$ cat src/hdl/arpc_pkg.sv
package arpc_pkg;

    // cache geometry
    localparam int CACHE_ENTRIES = 16;

    // field widths
    localparam int IP_W   = 32;
    localparam int MAC_W  = 48;
    localparam int KIND_W = 3;
    localparam int CFG_IDX_W = 8;

    // packet checks
    localparam logic [15:0] MIN_PKT_LEN = 16'd28;
    localparam logic [15:0] HW_ETHER    = 16'd1;
    localparam logic [15:0] PROTO_IPV4  = 16'h0800;
    localparam logic [7:0]  HW_ADDR_LEN = 8'd6;
    localparam logic [7:0]  IP_ADDR_LEN = 8'd4;
    localparam logic [15:0] OP_REQUEST  = 16'd1;

    localparam logic [IP_W-1:0]  IP_ALL_ONES  = {IP_W{1'b1}};
    localparam logic [MAC_W-1:0] MAC_ALL_ONES = {MAC_W{1'b1}};

    // command codes
    localparam logic CMD_PACKET  = 1'b0;
    localparam logic CMD_RESOLVE = 1'b1;

    // result kinds
    localparam logic [KIND_W-1:0] KIND_DROP    = 3'd0;
    localparam logic [KIND_W-1:0] KIND_LEARN   = 3'd1;
    localparam logic [KIND_W-1:0] KIND_REPLY   = 3'd2;
    localparam logic [KIND_W-1:0] KIND_RESOLVE = 3'd3;
    localparam logic [KIND_W-1:0] KIND_MISS    = 3'd4;

    // register indexes
    localparam logic [CFG_IDX_W-1:0] REG_OWN_IP  = 8'd0;
    localparam logic [CFG_IDX_W-1:0] REG_OWN_MAC = 8'd1;

    // token modes along the chain
    typedef logic [1:0] t_mode;
    localparam t_mode MODE_LOOKUP = 2'd0;
    localparam t_mode MODE_LEARN  = 2'd1;
    localparam t_mode MODE_FILL   = 2'd2;

    // token handed from cell to cell
    typedef struct packed {
        logic             vld;
        t_mode            mode;
        logic             done;
        logic [IP_W-1:0]  ip;
        logic [MAC_W-1:0] mac;
    } t_tok;

endpackage

$ cat src/hdl/arpc_cell.sv
module arpc_cell
    import arpc_pkg::*;
(
    input  logic i_clk,
    input  logic i_rst_n,
    input  t_tok i_tok,
    output t_tok o_tok
);

    logic             r_valid, n_valid;
    logic [IP_W-1:0]  r_ip, n_ip;
    logic [MAC_W-1:0] r_mac, n_mac;
    t_tok             r_tok, n_tok;
    logic             hit;

    // entry match against the passing token
    assign hit = r_valid && (r_ip == i_tok.ip);

    // lookup, update, fill of this entry
    always_comb begin
        n_tok   = i_tok;
        n_valid = r_valid;
        n_ip    = r_ip;
        n_mac   = r_mac;
        if (i_tok.vld && !i_tok.done) begin
            case (i_tok.mode)
                MODE_LOOKUP: begin
                    if (hit) begin
                        n_tok.done = 1'b1;
                        n_tok.mac  = r_mac;
                    end
                end
                MODE_LEARN: begin
                    // valid entries form a prefix, so the first free cell
                    // is reached only after every valid one has missed
                    if (hit) begin
                        n_mac      = i_tok.mac;
                        n_tok.done = 1'b1;
                    end else if (!r_valid) begin
                        n_ip       = i_tok.ip;
                        n_mac      = i_tok.mac;
                        n_valid    = 1'b1;
                        n_tok.done = 1'b1;
                    end
                end
                MODE_FILL: begin
                    // full cache: first cell takes the pair
                    n_ip       = i_tok.ip;
                    n_mac      = i_tok.mac;
                    n_valid    = 1'b1;
                    n_tok.done = 1'b1;
                end
                default: begin
                end
            endcase
        end
    end

    // control state
    always_ff @(posedge i_clk) begin
        if (!i_rst_n) begin
            r_valid   <= 1'b0;
            r_tok.vld <= 1'b0;
        end else begin
            r_valid <= n_valid;
            r_tok   <= n_tok;
        end
    end

    // entry payload
    always_ff @(posedge i_clk) begin
        r_ip  <= n_ip;
        r_mac <= n_mac;
    end

    assign o_tok = r_tok;

endmodule

$ cat src/hdl/arp_cache_and_responder.sv
// dropped packet, broadcast or own-address query: result in the cycle after accept
// cache walk (learn or lookup): accept loads the launch register, the token then passes
// through every cell register, one cell per cycle, then the result register follows
// learn into a full cache: the tail token is relaunched as a fill for a second walk;
// one item at a time, the next one is accepted at the edge that ends the result beat; no receiver stall
// reset (synchronous, active low) clears all entry valid marks, own_ip and own_mac at once
module arp_cache_and_responder
    import arpc_pkg::*;
#(
    parameter int ENTRIES = CACHE_ENTRIES
)
(
    input  logic                 i_clk,
    input  logic                 i_rst_n,
    input  logic                 start,
    output logic                 busy,
    input  logic                 i_cmd,
    input  logic [15:0]          i_pkt_len,
    input  logic [15:0]          i_hw_type,
    input  logic [15:0]          i_proto_type,
    input  logic [7:0]           i_hw_len,
    input  logic [7:0]           i_proto_len,
    input  logic [15:0]          i_opcode,
    input  logic [MAC_W-1:0]     i_sender_mac,
    input  logic [IP_W-1:0]      i_sender_ip,
    input  logic [IP_W-1:0]      i_tgt_ip,
    input  logic [IP_W-1:0]      i_query_ip,
    output logic                 o_result_strobe,
    output logic [KIND_W-1:0]    o_result_kind,
    output logic [MAC_W-1:0]     o_result_mac,
    output logic [IP_W-1:0]      o_result_ip,
    input  logic                 i_cfg_valid,
    output logic                 o_cfg_ready,
    input  logic [CFG_IDX_W-1:0] i_cfg_index,
    input  logic [MAC_W-1:0]     i_cfg_data
);

    localparam logic S_IDLE = 1'b0;
    localparam logic S_WALK = 1'b1;

    logic             r_state, n_state;
    logic             r_strobe, n_strobe;
    logic [KIND_W-1:0] r_kind, n_kind;
    logic [MAC_W-1:0] r_mac, n_mac;
    logic [IP_W-1:0]  r_ip, n_ip;
    logic [KIND_W-1:0] r_pend_kind, n_pend_kind;
    logic [MAC_W-1:0] r_pend_mac, n_pend_mac;
    logic [IP_W-1:0]  r_pend_ip, n_pend_ip;
    logic [IP_W-1:0]  r_own_ip;
    logic [MAC_W-1:0] r_own_mac;
    t_tok             r_launch, n_launch;
    t_tok             w_tok [ENTRIES+1];
    t_tok             tail;
    logic             accept;
    logic             pkt_ok;

    assign busy        = (r_state != S_IDLE);
    assign accept      = start && !busy;
    assign o_cfg_ready = 1'b1;

    // header checks on a received packet
    assign pkt_ok = (i_pkt_len >= MIN_PKT_LEN) && (i_hw_type == HW_ETHER) &&
                    (i_proto_type == PROTO_IPV4) && (i_hw_len == HW_ADDR_LEN) &&
                    (i_proto_len == IP_ADDR_LEN);

    // row of cache cells
    assign w_tok[0] = r_launch;
    assign tail     = w_tok[ENTRIES];

    for (genvar k = 0; k < ENTRIES; k++) begin : g_cell
        arpc_cell u_cell (
            .i_clk   (i_clk),
            .i_rst_n (i_rst_n),
            .i_tok   (w_tok[k]),
            .o_tok   (w_tok[k+1])
        );
    end

    // item sequencing
    always_comb begin
        n_state     = r_state;
        n_strobe    = 1'b0;
        n_kind      = r_kind;
        n_mac       = r_mac;
        n_ip        = r_ip;
        n_pend_kind = r_pend_kind;
        n_pend_mac  = r_pend_mac;
        n_pend_ip   = r_pend_ip;
        n_launch    = r_launch;
        n_launch.vld = 1'b0;
        if (accept) begin
            if (i_cmd == CMD_PACKET) begin
                if (pkt_ok) begin
                    n_launch = '{vld: 1'b1, mode: MODE_LEARN, done: 1'b0,
                                 ip: i_sender_ip, mac: i_sender_mac};
                    n_state  = S_WALK;
                    if ((i_opcode == OP_REQUEST) && (i_tgt_ip == r_own_ip)) begin
                        n_pend_kind = KIND_REPLY;
                        n_pend_mac  = i_sender_mac;
                        n_pend_ip   = i_sender_ip;
                    end else begin
                        n_pend_kind = KIND_LEARN;
                        n_pend_mac  = '0;
                        n_pend_ip   = '0;
                    end
                end else begin
                    n_strobe = 1'b1;
                    n_kind   = KIND_DROP;
                    n_mac    = '0;
                    n_ip     = '0;
                end
            end else if (i_query_ip == IP_ALL_ONES) begin
                n_strobe = 1'b1;
                n_kind   = KIND_RESOLVE;
                n_mac    = MAC_ALL_ONES;
                n_ip     = '0;
            end else if (i_query_ip == r_own_ip) begin
                n_strobe = 1'b1;
                n_kind   = KIND_RESOLVE;
                n_mac    = r_own_mac;
                n_ip     = '0;
            end else begin
                n_launch  = '{vld: 1'b1, mode: MODE_LOOKUP, done: 1'b0,
                              ip: i_query_ip, mac: '0};
                n_pend_ip = i_query_ip;
                n_state   = S_WALK;
            end
        end else if ((r_state == S_WALK) && tail.vld) begin
            case (tail.mode)
                MODE_LOOKUP: begin
                    n_strobe = 1'b1;
                    n_state  = S_IDLE;
                    if (tail.done) begin
                        n_kind = KIND_RESOLVE;
                        n_mac  = tail.mac;
                        n_ip   = '0;
                    end else begin
                        n_kind = KIND_MISS;
                        n_mac  = '0;
                        n_ip   = r_pend_ip;
                    end
                end
                MODE_LEARN: begin
                    if (tail.done) begin
                        n_strobe = 1'b1;
                        n_state  = S_IDLE;
                        n_kind   = r_pend_kind;
                        n_mac    = r_pend_mac;
                        n_ip     = r_pend_ip;
                    end else begin
                        // no match and no free slot: second pass writes slot 0
                        n_launch      = tail;
                        n_launch.mode = MODE_FILL;
                    end
                end
                default: begin
                    n_strobe = 1'b1;
                    n_state  = S_IDLE;
                    n_kind   = r_pend_kind;
                    n_mac    = r_pend_mac;
                    n_ip     = r_pend_ip;
                end
            endcase
        end
    end

    // control registers and configuration
    always_ff @(posedge i_clk) begin
        if (!i_rst_n) begin
            r_state      <= S_IDLE;
            r_strobe     <= 1'b0;
            r_launch.vld <= 1'b0;
            r_own_ip     <= '0;
            r_own_mac    <= '0;
        end else begin
            r_state  <= n_state;
            r_strobe <= n_strobe;
            r_launch <= n_launch;
            if (i_cfg_valid && o_cfg_ready) begin
                case (i_cfg_index)
                    REG_OWN_IP:  r_own_ip  <= i_cfg_data[IP_W-1:0];
                    REG_OWN_MAC: r_own_mac <= i_cfg_data;
                    default: begin
                    end
                endcase
            end
        end
    end

    // result and pending payload
    always_ff @(posedge i_clk) begin
        r_kind      <= n_kind;
        r_mac       <= n_mac;
        r_ip        <= n_ip;
        r_pend_kind <= n_pend_kind;
        r_pend_mac  <= n_pend_mac;
        r_pend_ip   <= n_pend_ip;
    end

    assign o_result_strobe = r_strobe;
    assign o_result_kind   = r_kind;
    assign o_result_mac    = r_mac;
    assign o_result_ip     = r_ip;

`ifndef SYNTHESIS
    // a result beat never overlaps a busy item
    a_strobe_idle: assert property (@(posedge i_clk) disable iff (!i_rst_n)
        o_result_strobe |-> !busy) else $error("result strobe while busy");

    // a bad packet is dropped in the next cycle
    a_drop: assert property (@(posedge i_clk) disable iff (!i_rst_n)
        (accept && (i_cmd == CMD_PACKET) && !pkt_ok) |=>
        (o_result_strobe && (o_result_kind == KIND_DROP)))
        else $error("bad packet not dropped");

    // a token leaves the chain only during a walk
    a_tail_walk: assert property (@(posedge i_clk) disable iff (!i_rst_n)
        tail.vld |-> (r_state == S_WALK)) else $error("stray token at chain end");

    // a launched token is only ever seen while busy
    a_launch: assert property (@(posedge i_clk) disable iff (!i_rst_n)
        r_launch.vld |-> busy) else $error("token launched while idle");
`endif

endmodule

$ cat config.mk
export PLATFORM = sky130hd
export DESIGN_NAME = arp_cache_and_responder
export DESIGN_NICKNAME = d
export VERILOG_FILES = /design/src/hdl/arpc_pkg.sv /design/src/hdl/arpc_cell.sv /design/src/hdl/arp_cache_and_responder.sv
export SDC_FILE = /design/constraint.sdc
export NUM_CORES = 2
export LEC_CHECK = 0
export BUFFER_PORTS_ARGS = -buffer_cell sky130_fd_sc_hd__clkbuf_2
export CAP_MARGIN = 10
export CORE_MARGIN = 2
export CORE_UTILIZATION = 45
export DETAILED_ROUTE_END_ITERATION = 8
export HOLD_SLACK_MARGIN = 0.1
export PLACE_DENSITY = 0.72
export SETUP_SLACK_MARGIN = 0.5
export SLEW_MARGIN = 20
export SYNTH_ARGS = -nofsm -noshare
export SYNTH_HDL_FRONTEND = slang
export SYNTH_SLANG_ARGS = --single-unit
$ cat constraint.sdc
create_clock -name i_clk -period 8.4 [get_ports i_clk]
set_input_delay 2.52 -clock i_clk [delete_from_list [all_inputs] [get_ports i_clk]]
set_output_delay 2.52 -clock i_clk [all_outputs]
set_load 0.03 [all_outputs]
==> impl_results.md <==
* Via count normalized by instance count at around 5.5
* Total Negative Setup Slacks at 0 ps
* Resize count post-CTS at 0
* Part of the Yosys area used for sequential elements at 0.796
* Type of the setup path with the least slack: in2reg
* Run status: completed
* Post-Route M1 WL at ~100 mm
* Detailed-routing iteration count for the pre-antenna-repair pass at 5
* Mapped cell area at about 110000 µm²
* Cell area after placement at 116000 µm²
* Height of the die at approximately 500 µm
* Final setup violation count at 0
* # Post-CTS Setup Buffers at 0
* Worst-case vdd ir drop at 0.243 mV
* Fmax at between 150 and 200 MHz
* Yosys warning count at 0
* Clock tree root buffer cell: sky130_fd_sc_hd__clkbuf_16
* Routed wire length at roughly 250 mm
* Power per cell area at about 240 nW/µm²
* Total count of max-transition violations in the final report at 0
* Slew at the pin closest to its max-slew limit at between 1000 and 1500 ps
* Final hold slack at about 430 ps
* Iteration-0 DRC Markers at ~5400
* Worst max-slew margin expressed relative to the limit at 0.243
* Initial cell density of the core at 0.454
* Hold Crit Class: reg2reg
* Row cnt at roughly 180
* Detailed route wirelength on metal3 at 15.5 mm
* Gate count after technology mapping at 5759
* Half-perimeter wire length after detailed placement at around 160 mm
* Leakage at around 41 nW
* Most common library cell in the layout ignoring fill and taps: sky130_fd_sc_hd__edfxtp_1
* Post-route minimum period at ~5200 ps
* Remaining Overflow, GRT at 0
* # port buffers at approximately 370
* Die area at around 250000 µm²
* Clock buffers created by TritonCTS at ~290
* Count of filler cells inserted in the layout at 18900
* Sequential cell area at approximately 90000 µm²
* Tot Pwr at ~30 mW
* Final clock skew at between 50 and 60 ps
* Cell type group with the largest total delay on the critical path: buffers and inverters
* Core Area at roughly 240000 µm²
* Final weighted congestion in routability-driven placement at 0.893
* Worst Setup Start Kind: input pin
* Wire length of the first global-routing pass at roughly 360 mm
* Area occupied by multi-input gates at around 22000 µm²
* Number of max-cap violations at 0
* Vias in the first global route at between 50000 and 60000
* Proportion of layout cells with a drive suffix above 1 at 0.210
* Latest clock arrival within the worst-skew pair at around 930 ps
* TritonCTS clock tree: built
* Initial antenna violation count at 11
* Pin count of the biggest net entering global routing at 170
* Clock-pin slew on the worst setup and hold paths at about 60 ps
* Unrepaired setup endpoints after global routing: no
* Max incr delay on CP at 740 ps
* Synth-to-layout area growth at 13.5%
* Crit path max fanout at 40
* Commonest non-fill, non-tap cells in the layout: sky130_fd_sc_hd__edfxtp_1, sky130_fd_sc_hd__xnor2_1, sky130_fd_sc_hd__mux2_2
* I/O pin count at 371
* Residual antenna-violating net count after detailed routing at 0
* Via count at 53600
* Final Hold Vio Count at 0
* Synthesized netlist net count at slightly above 6000
* Cell with the biggest individual delay on the critical path: sky130_fd_sc_hd__a211o_2
* Layout Cell Area excl Fill at about 130000 µm²
* Crit path top cell by count: sky130_fd_sc_hd__buf_4
* Detailed-route wire length per cell at between 20 and 30 µm
* Mean instance size in the synthesized netlist at 19.2 µm²
* Number of cells in the finished layout apart from fillers at approximately 9800
* FF+latch count, synth at 2970
* DRC violation count after routing at 0
* Arrival @ worst endpoint at ~5800 ps
* CP Data Required Time at approximately 8900 ps
* Met2 wirelength from detailed routing at between 100 and 150 mm
* Number of sinks handled by clock tree synthesis at 2970
* All-layer global routing usage at 0.195
* Layout Nets at 6664
* Number of H-tree levels at 5
* Distinct cell type count after synthesis at 42
* Critical path, cell by cell: clkbuf_2 -> buf_4 -> inv_2 -> a211o_2 -> and2_1 -> a21oi_4 -> buf_4
* Type of element capturing the critical path: register
* Die span in x at between 400 and 500 µm
* Buf+Inv Stages, Crit Path at 4
* Share of the cycle needed by the critical path after routing at 0.622
* Highest Signal Layer: met5
* Number of hold buffers added after CTS at 0
* Bufs on Longest Clock Path at 4
* Cell count after placement at 9236
power breakdown:
group          internal [mW]  switching, mW
Sequential              16.7          0.332
Combinational          0.325          0.503
Clock                   7.21           5.32
Total                   24.2           6.16
kinds of logic (layout without fill, tap and decap cells):
kind of cell | count (synthesis) | after routing | synth area share
buffers and inverters | 239 | 1026 | 0.0125
and+or+nand+nor | 745 | 745 | 0.0363
DFF | 2970 | 2970 | 0.796
AOI/OAI and AO/OA | 412 | 412 | 0.0256
adders and majority gates | 48 | 48 | 0.00543
other | 1 | 6 | 0.0000339
xor gates and xnor gates | 576 | 576 | 0.0456
muxes | 768 | 768 | 0.0782
per-layer routing:
metal / up-vias / GRT usage
met4: 10 / 0.0708
met5: - / 0
li1: 23300 / -
met3: 405 / 0.0325
met1: 28000 / 0.264
met2: 1836 / 0.319
worst register-to-register path: cells and delay by family (launching register included):
kind | cells | cell delay, ps
AOI/OAI and AO/OA | 1 | 680
xor gates and xnor gates | 1 | 200
buffers and inverters | 1 | 350
DFF | 1 | 910
and+or+nand+nor | 4 | 1200
worst paths after layout:
check | from | endpoint | slack, ps | cells after the start
max reg2reg | r_own_ip[19]$_SDFFE_PN0P_ | o_result_mac[39]$_DFFE_PP_ | 4590 | 7
min | g_cell[7].u_cell.o_tok[25]$_DFFE_PP_ | g_cell[8].u_cell.r_mac[25]$_DFFE_PP_ | 430 | 0
min reg2reg | g_cell[7].u_cell.o_tok[25]$_DFFE_PP_ | g_cell[8].u_cell.r_mac[25]$_DFFE_PP_ | 430 | 0
max | i_cmd | r_launch[43]$_DFFE_PP_ | 3180 | 7
registers in the layout (all words and copies together), names as in the netlist:
register / cells
g_cell.u_cell.o_tok: 1344
g_cell.u_cell.r_mac: 768
g_cell.u_cell.r_ip: 512
r_launch: 83
o_result_mac: 48
r_own_mac: 48
r_pend_mac: 48
o_result_ip: 32
r_own_ip: 32
r_pend_ip: 32
g_cell.u_cell.r_valid: 16
o_result_kind: 3
r_pend_kind: 2
busy: 1
o_result_strobe: 1
per-stage QoR:
stage,worst slack (ps),utilization
2_1_floorplan,2210,-
3_3_place_gp,1790,0.478
3_5_place_dp,2280,0.478
4_1_cts,3260,0.515
5_1_grt,3110,0.515
6_report,3180,0.515
cell type report:
| cell class | count | area share |
|---|---|---|
| diodes | 5 | 0.0000997 |
| clock buffers | 388 | 0.0631 |
| clock inverters | 123 | 0.00875 |
| inverters | 66 | 0.00197 |
| multi-input cells | 2550 | 0.172 |
| flip-flops and latches | 2970 | 0.702 |
| well taps | 3202 | 0.0319 |
| repair buffers | 449 | 0.0208 |
cells in the mapped netlist:
| master | instances | share of area |
|---|---|---|
| sky130_fd_sc_hd__nor4_1 | 54 | 0.0031 |
| sky130_fd_sc_hd__nor3b_1 | 1 | 0.000068 |
| sky130_fd_sc_hd__a31oi_1 | 17 | 0.00096 |
| sky130_fd_sc_hd__o21ai_0 | 97 | 0.0044 |
| sky130_fd_sc_hd__nand3b_1 | 15 | 0.0010 |
| sky130_fd_sc_hd__dfxtp_1 | 115 | 0.021 |
| sky130_fd_sc_hd__a21oi_1 | 23 | 0.0010 |
| sky130_fd_sc_hd__nand3_1 | 37 | 0.0017 |
| sky130_fd_sc_hd__xor2_1 | 28 | 0.0022 |
| sky130_fd_sc_hd__ha_1 | 48 | 0.0054 |
| sky130_fd_sc_hd__conb_1 | 1 | 0.000034 |
| sky130_fd_sc_hd__nor2b_1 | 3 | 0.00017 |
| sky130_fd_sc_hd__inv_1 | 65 | 0.0022 |
| sky130_fd_sc_hd__mux2_2 | 468 | 0.048 |
| sky130_fd_sc_hd__buf_6 | 45 | 0.0046 |
| sky130_fd_sc_hd__a21boi_0 | 97 | 0.0066 |
| sky130_fd_sc_hd__or4_1 | 4 | 0.00027 |
| sky130_fd_sc_hd__clkbuf_1 | 71 | 0.0024 |
| sky130_fd_sc_hd__mux2_1 | 300 | 0.031 |
| sky130_fd_sc_hd__and4b_1 | 1 | 0.000091 |
| sky130_fd_sc_hd__inv_2 | 1 | 0.000034 |
| sky130_fd_sc_hd__nor2_1 | 12 | 0.00041 |
| sky130_fd_sc_hd__nand4_1 | 149 | 0.0084 |
| sky130_fd_sc_hd__nand2b_1 | 1 | 0.000057 |
| sky130_fd_sc_hd__o211ai_1 | 1 | 0.000068 |
| sky130_fd_sc_hd__buf_1 | 6 | 0.00020 |
| sky130_fd_sc_hd__xnor2_1 | 548 | 0.043 |
| sky130_fd_sc_hd__a211o_2 | 1 | 0.000091 |
| sky130_fd_sc_hd__a211oi_1 | 31 | 0.0021 |
| sky130_fd_sc_hd__and3_1 | 5 | 0.00028 |
| sky130_fd_sc_hd__edfxtp_1 | 2855 | 0.78 |
| sky130_fd_sc_hd__and2_1 | 98 | 0.0055 |
| sky130_fd_sc_hd__buf_2 | 17 | 0.00077 |
| sky130_fd_sc_hd__a22oi_1 | 79 | 0.0054 |
| sky130_fd_sc_hd__o21a_1 | 15 | 0.0010 |
| sky130_fd_sc_hd__a22o_1 | 48 | 0.0038 |
| sky130_fd_sc_hd__nor4b_1 | 6 | 0.00048 |
| sky130_fd_sc_hd__buf_4 | 33 | 0.0022 |
| sky130_fd_sc_hd__nor4_4 | 16 | 0.0031 |
| sky130_fd_sc_hd__o21ai_1 | 3 | 0.00014 |
| sky130_fd_sc_hd__nand2_1 | 343 | 0.012 |
| sky130_fd_sc_hd__clkbuf_2 | 1 | 0.000045 |
No activity file was read; power rests on OpenSTA's default activity.
